--- config.mk ---
export PLATFORM = sky130hd
export DESIGN_NAME = rgb_pixel_point_adjust
export DESIGN_NICKNAME = d
export VERILOG_FILES = /design/src/sv/rppa_pkg.sv /design/src/sv/rgb_pixel_point_adjust.sv /design/src/sv/rppa_chan.sv
export SDC_FILE = /design/constraint.sdc
export NUM_CORES = 2
export LEC_CHECK = 0
export BUFFER_PORTS_ARGS = -buffer_cell sky130_fd_sc_hd__buf_4
export CELL_PAD_IN_SITES_DETAIL_PLACEMENT = 1
export CELL_PAD_IN_SITES_GLOBAL_PLACEMENT = 2
export CORE_MARGIN = 2
export CORE_UTILIZATION = 40
export CTS_CLUSTER_DIAMETER = 50
export DETAILED_ROUTE_END_ITERATION = 16
export GPL_ROUTABILITY_DRIVEN = 0
export PLACE_DENSITY_LB_ADDON = 0.1
export SLEW_MARGIN = 30
export SYNTH_ARGS = -nofsm -noshare
export SYNTH_HDL_FRONTEND = slang
export SYNTH_SLANG_ARGS = --single-unit
--- constraint.sdc ---
create_clock -name clk_i -period 11.34 [get_ports clk_i]
set_input_delay 2.268 -clock clk_i [delete_from_list [all_inputs] [get_ports clk_i]]
set_output_delay 2.268 -clock clk_i [all_outputs]
set_load 0.02 [all_outputs]
--- src/sv/rppa_pkg.sv ---
package rppa_pkg;

  // Input and output beats
  typedef struct packed {
    logic [7:0] red_in;
    logic [7:0] green_in;
    logic [7:0] blue_in;
  } pix_in_t;

  typedef struct packed {
    logic [7:0] red_out;
    logic [7:0] green_out;
    logic [7:0] blue_out;
  } pix_out_t;

  // Configuration port
  localparam int unsigned CfgIdxW  = 2;
  localparam int unsigned CfgDataW = 16;

  localparam logic [CfgIdxW-1:0] CFG_MODE   = 2'd0;
  localparam logic [CfgIdxW-1:0] CFG_AMOUNT = 2'd1;
  localparam logic [CfgIdxW-1:0] CFG_GAIN   = 2'd2;

  localparam logic [15:0] GAIN_UNITY = 16'd16384;

  typedef enum logic [2:0] {
    MODE_BRIGHT   = 3'd0,
    MODE_CONTRAST = 3'd1,
    MODE_BAL_RED  = 3'd2,
    MODE_BAL_GRN  = 3'd3,
    MODE_BAL_BLU  = 3'd4,
    MODE_GREY     = 3'd5,
    MODE_SEPIA    = 3'd6,
    MODE_INVERT   = 3'd7
  } mode_e;

  // Per-channel output selection
  typedef enum logic [2:0] {
    OP_PASS,
    OP_OFFSET,
    OP_CONTRAST,
    OP_GREY,
    OP_SEPIA,
    OP_INVERT
  } op_e;

  typedef enum logic [1:0] {
    CH_RED,
    CH_GREEN,
    CH_BLUE
  } chan_e;

  // Load enables of the three pipeline stages
  typedef struct packed {
    logic s1;
    logic s2;
    logic s3;
  } stage_en_t;

  // Sepia rows in Q0.10; element [0] weighs red, [1] green, [2] blue
  typedef logic [2:0][9:0] coef_row_t;

  localparam coef_row_t SEPIA_RED_ROW = '{10'd194, 10'd787, 10'd402};
  localparam coef_row_t SEPIA_GRN_ROW = '{10'd172, 10'd702, 10'd357};
  localparam coef_row_t SEPIA_BLU_ROW = '{10'd134, 10'd547, 10'd279};

  // floor(n / 3) == (n * 683) >> 11 for every n up to 765
  localparam logic [9:0] DIV3_RECIP = 10'd683;

endpackage

--- src/sv/rgb_pixel_point_adjust.sv ---
// An accepted input beat goes through the stage 1, 2 and 3 registers to its output beat.
// Throughput: one pixel per clock; the three-stage pipeline (products, clamp,
// select/output register) takes a new beat every cycle while it can advance.
// Reset: rst_ni clears all stage valid bits and sets mode to brightness,
// adjust amount to 0 and contrast gain to unity (16384).
module rgb_pixel_point_adjust (
  input  logic                                clk_i,
  input  logic                                rst_ni,
  // configuration writes
  input  logic                                cfg_we_i,
  input  logic [rppa_pkg::CfgIdxW-1:0]        cfg_idx_i,
  input  logic [rppa_pkg::CfgDataW-1:0]       cfg_wdata_i,
  // pixel in
  input  logic                                in_valid_i,
  output logic                                in_ready_o,
  input  rppa_pkg::pix_in_t                   in_data_i,
  // pixel out
  output logic                                out_valid_o,
  input  logic                                out_ready_i,
  output rppa_pkg::pix_out_t                  out_data_o
);

  // Configuration registers. The user must change them only while the pipeline
  // is empty; the block does not enforce it. The stages read them directly.
  rppa_pkg::mode_e    mode_q;
  logic signed [7:0]  amount_q;
  logic [15:0]        gain_q;

  always_ff @(posedge clk_i or negedge rst_ni) begin
    if (!rst_ni) begin
      mode_q   <= rppa_pkg::MODE_BRIGHT;
      amount_q <= 8'sd0;
      gain_q   <= rppa_pkg::GAIN_UNITY;
    end else if (cfg_we_i) begin
      case (cfg_idx_i)
        rppa_pkg::CFG_MODE:   mode_q   <= rppa_pkg::mode_e'(cfg_wdata_i[2:0]);
        rppa_pkg::CFG_AMOUNT: amount_q <= $signed(cfg_wdata_i[7:0]);
        rppa_pkg::CFG_GAIN:   gain_q   <= cfg_wdata_i[15:0];
        default: ;  // drop writes to unknown indexes
      endcase
    end
  end

  // Pipeline flow control. A stage loads when the stage before holds a beat
  // and this one is empty or is handing its beat on in the same cycle.
  logic v1_q, v2_q, v3_q;
  logic rdy1, rdy2, rdy3;
  rppa_pkg::stage_en_t en;

  always_comb begin
    rdy3  = !v3_q || out_ready_i;
    rdy2  = !v2_q || rdy3;
    rdy1  = !v1_q || rdy2;
    en.s1 = in_valid_i && rdy1;
    en.s2 = v1_q && rdy2;
    en.s3 = v2_q && rdy3;
  end

  always_ff @(posedge clk_i or negedge rst_ni) begin
    if (!rst_ni) begin
      v1_q <= 1'b0;
      v2_q <= 1'b0;
      v3_q <= 1'b0;
    end else begin
      if (rdy1) begin
        v1_q <= in_valid_i;
      end
      if (rdy2) begin
        v2_q <= v1_q;
      end
      if (rdy3) begin
        v3_q <= v2_q;
      end
    end
  end

  assign in_ready_o  = rdy1;
  assign out_valid_o = v3_q;

  // Grey level shared by all channels: sum in stage 1, divide by three with
  // a reciprocal multiply in stage 2.
  logic [9:0]  sum_d, sum_q;
  logic [19:0] div3_prod;
  logic [7:0]  grey_q;

  assign sum_d     = 10'(in_data_i.red_in) + 10'(in_data_i.green_in)
                   + 10'(in_data_i.blue_in);
  assign div3_prod = 20'(sum_q) * 20'(rppa_pkg::DIV3_RECIP);

  always_ff @(posedge clk_i) begin
    if (en.s1) begin
      sum_q <= sum_d;
    end
    if (en.s2) begin
      grey_q <= div3_prod[18:11];
    end
  end

  // Map the mode onto the operation each channel shows.
  function automatic rppa_pkg::op_e chan_op(rppa_pkg::mode_e m, rppa_pkg::chan_e ch);
    rppa_pkg::op_e op;
    case (m)
      rppa_pkg::MODE_BRIGHT:   op = rppa_pkg::OP_OFFSET;
      rppa_pkg::MODE_CONTRAST: op = rppa_pkg::OP_CONTRAST;
      rppa_pkg::MODE_BAL_RED:
        op = (ch == rppa_pkg::CH_RED)   ? rppa_pkg::OP_OFFSET : rppa_pkg::OP_PASS;
      rppa_pkg::MODE_BAL_GRN:
        op = (ch == rppa_pkg::CH_GREEN) ? rppa_pkg::OP_OFFSET : rppa_pkg::OP_PASS;
      rppa_pkg::MODE_BAL_BLU:
        op = (ch == rppa_pkg::CH_BLUE)  ? rppa_pkg::OP_OFFSET : rppa_pkg::OP_PASS;
      rppa_pkg::MODE_GREY:     op = rppa_pkg::OP_GREY;
      rppa_pkg::MODE_SEPIA:    op = rppa_pkg::OP_SEPIA;
      default:                 op = rppa_pkg::OP_INVERT;
    endcase
    return op;
  endfunction

  rppa_pkg::op_e op_r, op_g, op_b;

  assign op_r = chan_op(mode_q, rppa_pkg::CH_RED);
  assign op_g = chan_op(mode_q, rppa_pkg::CH_GREEN);
  assign op_b = chan_op(mode_q, rppa_pkg::CH_BLUE);

  // One datapath slice per channel
  rppa_chan u_red (
    .clk_i    (clk_i),
    .en_i     (en),
    .chan_i   (in_data_i.red_in),
    .pix_i    (in_data_i),
    .coef_i   (rppa_pkg::SEPIA_RED_ROW),
    .amount_i (amount_q),
    .gain_i   (gain_q),
    .grey_i   (grey_q),
    .op_i     (op_r),
    .res_o    (out_data_o.red_out)
  );

  rppa_chan u_green (
    .clk_i    (clk_i),
    .en_i     (en),
    .chan_i   (in_data_i.green_in),
    .pix_i    (in_data_i),
    .coef_i   (rppa_pkg::SEPIA_GRN_ROW),
    .amount_i (amount_q),
    .gain_i   (gain_q),
    .grey_i   (grey_q),
    .op_i     (op_g),
    .res_o    (out_data_o.green_out)
  );

  rppa_chan u_blue (
    .clk_i    (clk_i),
    .en_i     (en),
    .chan_i   (in_data_i.blue_in),
    .pix_i    (in_data_i),
    .coef_i   (rppa_pkg::SEPIA_BLU_ROW),
    .amount_i (amount_q),
    .gain_i   (gain_q),
    .grey_i   (grey_q),
    .op_i     (op_b),
    .res_o    (out_data_o.blue_out)
  );

endmodule

--- src/sv/rppa_chan.sv ---
module rppa_chan (
  input  logic                 clk_i,
  input  rppa_pkg::stage_en_t  en_i,
  input  logic [7:0]           chan_i,
  input  rppa_pkg::pix_in_t    pix_i,
  input  rppa_pkg::coef_row_t  coef_i,
  input  logic signed [7:0]    amount_i,
  input  logic [15:0]          gain_i,
  input  logic [7:0]           grey_i,
  input  rppa_pkg::op_e        op_i,
  output logic [7:0]           res_o
);

  // Stage 1: products and raw sums
  logic signed [9:0]  off_d, off_q;
  logic signed [25:0] con_d, con_q;
  logic [17:0]        prod_r_d, prod_g_d, prod_b_d;
  logic [17:0]        prod_r_q, prod_g_q, prod_b_q;
  logic [7:0]         c1_q;

  // Stage 2: clamped candidates
  logic signed [25:0] con_bias;
  logic [18:0]        sep_sum;
  logic [7:0]         off8_d, con8_d, sep8_d;
  logic [7:0]         off8_q, con8_q, sep8_q, c2_q;

  // Stage 3: selected result
  logic [7:0]         res_d, res_q;

  always_comb begin
    off_d    = $signed({2'b00, chan_i}) + 10'(amount_i);
    con_d    = 26'($signed({1'b0, gain_i})) * 26'($signed({1'b0, chan_i} - 9'd128));
    prod_r_d = 18'(pix_i.red_in)   * 18'(coef_i[0]);
    prod_g_d = 18'(pix_i.green_in) * 18'(coef_i[1]);
    prod_b_d = 18'(pix_i.blue_in)  * 18'(coef_i[2]);
  end

  always_ff @(posedge clk_i) begin
    if (en_i.s1) begin
      off_q    <= off_d;
      con_q    <= con_d;
      prod_r_q <= prod_r_d;
      prod_g_q <= prod_g_d;
      prod_b_q <= prod_b_d;
      c1_q     <= chan_i;
    end
  end

  always_comb begin
    // offset: clamp to 0..255
    if (off_q[9]) begin
      off8_d = 8'd0;
    end else if (off_q[8]) begin
      off8_d = 8'd255;
    end else begin
      off8_d = off_q[7:0];
    end

    // contrast: add the 128 bias in signed Q11.14, drop the fraction, clamp
    con_bias = con_q + 26'sd2097152;
    if (con_bias[25] || (con_bias == 26'sd0)) begin
      con8_d = 8'd0;
    end else if (|con_bias[24:22]) begin
      con8_d = 8'd255;
    end else begin
      con8_d = con_bias[21:14];
    end

    // sepia: drop the Q0.10 fraction, clamp the top
    sep_sum = 19'(prod_r_q) + 19'(prod_g_q) + 19'(prod_b_q);
    if (sep_sum[18]) begin
      sep8_d = 8'd255;
    end else begin
      sep8_d = sep_sum[17:10];
    end
  end

  always_ff @(posedge clk_i) begin
    if (en_i.s2) begin
      off8_q <= off8_d;
      con8_q <= con8_d;
      sep8_q <= sep8_d;
      c2_q   <= c1_q;
    end
  end

  always_comb begin
    case (op_i)
      rppa_pkg::OP_OFFSET:   res_d = off8_q;
      rppa_pkg::OP_CONTRAST: res_d = con8_q;
      rppa_pkg::OP_GREY:     res_d = grey_i;
      rppa_pkg::OP_SEPIA:    res_d = sep8_q;
      rppa_pkg::OP_INVERT:   res_d = ~c2_q;
      default:               res_d = c2_q;
    endcase
  end

  always_ff @(posedge clk_i) begin
    if (en_i.s3) begin
      res_q <= res_d;
    end
  end

  assign res_o = res_q;

endmodule
==> impl_metrics.tcl <==
set metrics [dict create \
    htreeDepth 3 \
    final_cell_mix "ha_1 (653), inv_1 (606), fa_1 (454), edfxtp_1 (395), nand2_1 (304)" \
    powerDensity_nw_per_um2 337 \
    worstMarginPinSlew_ps 926 \
    cts_resized 0 \
    ys.flop_type "edfxtp_1" \
    final-setup-viol-count 0 \
    hold_viol 0 \
    synth_top_family_by_area "adder cells" \
    post-place-cells 5412 \
    grtUsageTotal 0.231 \
    synth-simple-area-share 0.113 \
    intPower_mw 8.79 \
    syn_to_final_growth_pct 11.0 \
    critPathTopFamily "adder cells" \
    avgSynthCellArea_um2 10.7 \
    synth_fa_ha_area_frac 0.401 \
    fin_cells 5554 \
    synth.yosys.warnings 0 \
    power.share.clock 0.145 \
    slew_headroom 0.382 \
    report.final.slew_viol_count 0 \
    path_cells "buf_4 -> clkinv_1 -> nand2_1 -> fa_1 -> fa_1 -> inv_1 -> fa_1 -> fa_1 -> inv_1 -> fa_1 -> inv_1 -> ha_1 -> o211ai_1 -> a211oi_1 -> nor2_1 -> a31oi_1 -> a41oi_1 -> nor2b_1 -> xnor2_1" \
    die-area_um2 110000 \
    synth_xor_area_frac 0.0377 \
    die_w_um 332 \
    port_buffers 72 \
    cap_violations 0 \
    dp_hpwl_um 95000 \
    first_pass_iters 5 \
    critPathKind "in -> reg" \
    drtIter0Drc 1288 \
    ys_ff_latch 425 \
    nNetsFinal 5243 \
    arrival_ps 7930 \
    io_pins 73 \
    synth_mux_area_frac 0.00908 \
    cts_buffers 78 \
    finClkSkew_ps 41.5 \
    cts_sinks 425 \
    core_um2 107000 \
    path_clk_slew_ps 50 \
    wl_um 124000 \
    viasPerCell 5.24 \
    clk_latency_ps 650 \
    ant_nets 0 \
    ys_seq_area_frac 0.293 \
    critPathMaxStageDelay_ps 640 \
    rows 120 \
    fin_crit_ps 7560 \
    critPathBufInv 5 \
    cts_max_path_buffers 3 \
    synth_area_um2 43000 \
    die_h_um 332 \
    synth_cells 4025 \
    start_util 0.402 \
    cts_tree "yes" \
    endpoint_kind "flip-flop" \
    synth_compound_area_frac 0.0822 \
    timing.setup.tns_ps 0 \
    grt_pass1_wl_um 192000 \
    grt-ovfl-total 0 \
    synth-async-reset-ratio 0.0706 \
    seq_power_share 0.196 \
    synth.distinct_cells 74 \
    rsz0062_at_grt "false" \
    synth_nets 5179 \
    cp_data_required_time_ps 11710 \
    p_leak_nw 22.3 \
    slowest_stage "clkinv_1" \
    crit_top_cell "fa_1" \
    pwr-share-comb 0.659 \
    status "finished clean" \
    grt_max_degree 66 \
    min_path_type "reg -> reg" \
    drive_gt1_frac 0.0730 \
    post_cts_buffers 0 \
    switching_share 0.454 \
    critical_path.max_fanout 33 \
    synth_edf_count 395 \
    p_switching_mw 7.31 \
    period_share 0.667 \
    max_freq_mhz 132 \
    vias 29100 \
    crit_path_start_kind "input pin" \
    drc 0 \
    ir_worst_vdd_mv 0.216 \
    cts_root_buf "clkbuf_16" \
    antenna_found_initial 8 \
    wl_per_cell_um 22.4 \
    first_global_vias 31900 \
    layout_commonest_cell "ha_1" \
    holdBufCountCts 0 \
]
power by group through the flow:
stage	Combinational [mW]	Sequential, mW	Clock [mW]
floorplan	7.96	3.01	0
global placement	10.6	3.18	0
detailed placement	10.7	3.19	0
CTS	10.8	3.17	2.39
global route	12.3	3.21	2.44
finish	10.6	3.16	2.34
per-stage QoR:
| stage | total power, mW | util | area, um2 | setup slack (ps) | hold WS (ps) |
|---|---|---|---|---|---|
| 6_report | 16.1 | 0.446 | 47700 | 3780 | 414 |
| 5_1_grt | 17.9 | 0.446 | 47700 | 3370 | 419 |
| 4_1_cts | 16.4 | 0.446 | 47700 | 3800 | 413 |
| 3_5_place_dp | 13.9 | 0.422 | 45100 | 3110 | 406 |
| 3_3_place_gp | 13.8 | 0.422 | 45100 | 3250 | 402 |
| 2_1_floorplan | 11.0 | - | 43000 | 2040 | 400 |
layout make-up:
class	count	area [um2]
diodes	1	2.50
clock buffers	85	1990
clock inverters	56	622
fillers	11600	59200
inverters	607	2280
multi-input cells	2873	27700
flip-flops and latches	425	12600
well taps	1403	1760
repair buffers	104	793
routing by layer:
metal,up-vias,wire [um],global-route usage
met5,-,0,0
met4,0,3520,0.0647
met3,157,5540,0.0394
met2,481,59000,0.389
met1,14800,56200,0.308
li1,13700,-,-
cells in the mapped netlist (20+ instances only):
cell	number	area share
nand3_1	45	0.0052
fa_1	454	0.21
nand2b_1	20	0.0029
mux2_2	24	0.0063
and2_1	170	0.025
and3_1	20	0.0029
dfrtp_1	29	0.017
nor2_1	238	0.021
a21oi_1	141	0.016
a21o_1	49	0.0086
xor2_1	52	0.011
o21a_1	38	0.0066
nand2_1	304	0.027
o21ai_0	114	0.013
or2_2	28	0.0041
edfxtp_1	395	0.28
a31oi_1	28	0.0041
nor3_1	56	0.0065
nor2b_1	58	0.0084
inv_1	606	0.053
o21bai_1	34	0.0059
ha_1	653	0.19
clkbuf_1	111	0.0097
xnor2_1	133	0.027
sequential cells by signal, summed over array words and instances (netlist names), 10 cells and up:
| name | flops |
|---|---|
| u_green.prod_g_q | 15 |
| u_green.prod_r_q | 15 |
| u_blue.con_q | 26 |
| u_green.off_q | 10 |
| u_blue.prod_r_q | 16 |
| sum_q | 10 |
| u_green.con_q | 26 |
| u_green.prod_b_q | 13 |
| u_red.con_q | 26 |
| u_red.off_q | 10 |
| u_red.prod_g_q | 14 |
| u_red.prod_r_q | 13 |
| gain_q | 16 |
| u_red.prod_b_q | 10 |
| u_blue.off_q | 10 |
| u_blue.prod_b_q | 12 |
| u_blue.prod_g_q | 18 |
cells by family (layout without fill, tap and decap cells):
family                     count (synthesis)  in the layout
AOI/OAI and AO/OA                        541            541
xor gates and xnor gates                 185            185
adders and majority gates               1107           1107
buffers and inverters                    727            852
DFF                                      425            425
muxes                                     36             36
other                                      0              1
and+or+nand+nor                         1004           1004
worst paths after layout:
check                      cells past startpoint           endpoint  slack [ps]             from
setup / recovery                              19  u_green.con_q[22]        3780    in_data_i[15]
hold / removal                                 0    u_green.c2_q[4]         410  u_green.c1_q[4]
setup reg to reg                              19    u_red.con_q[24]        5050        gain_q[3]
hold reg to reg                                0    u_green.c2_q[4]         410  u_green.c1_q[4]
max in group asynchronous                      1         gain_q[14]        9330           rst_ni
min in group asynchronous                      1               v2_q        1600           rst_ni
Power figures use the tool's default switching activity.
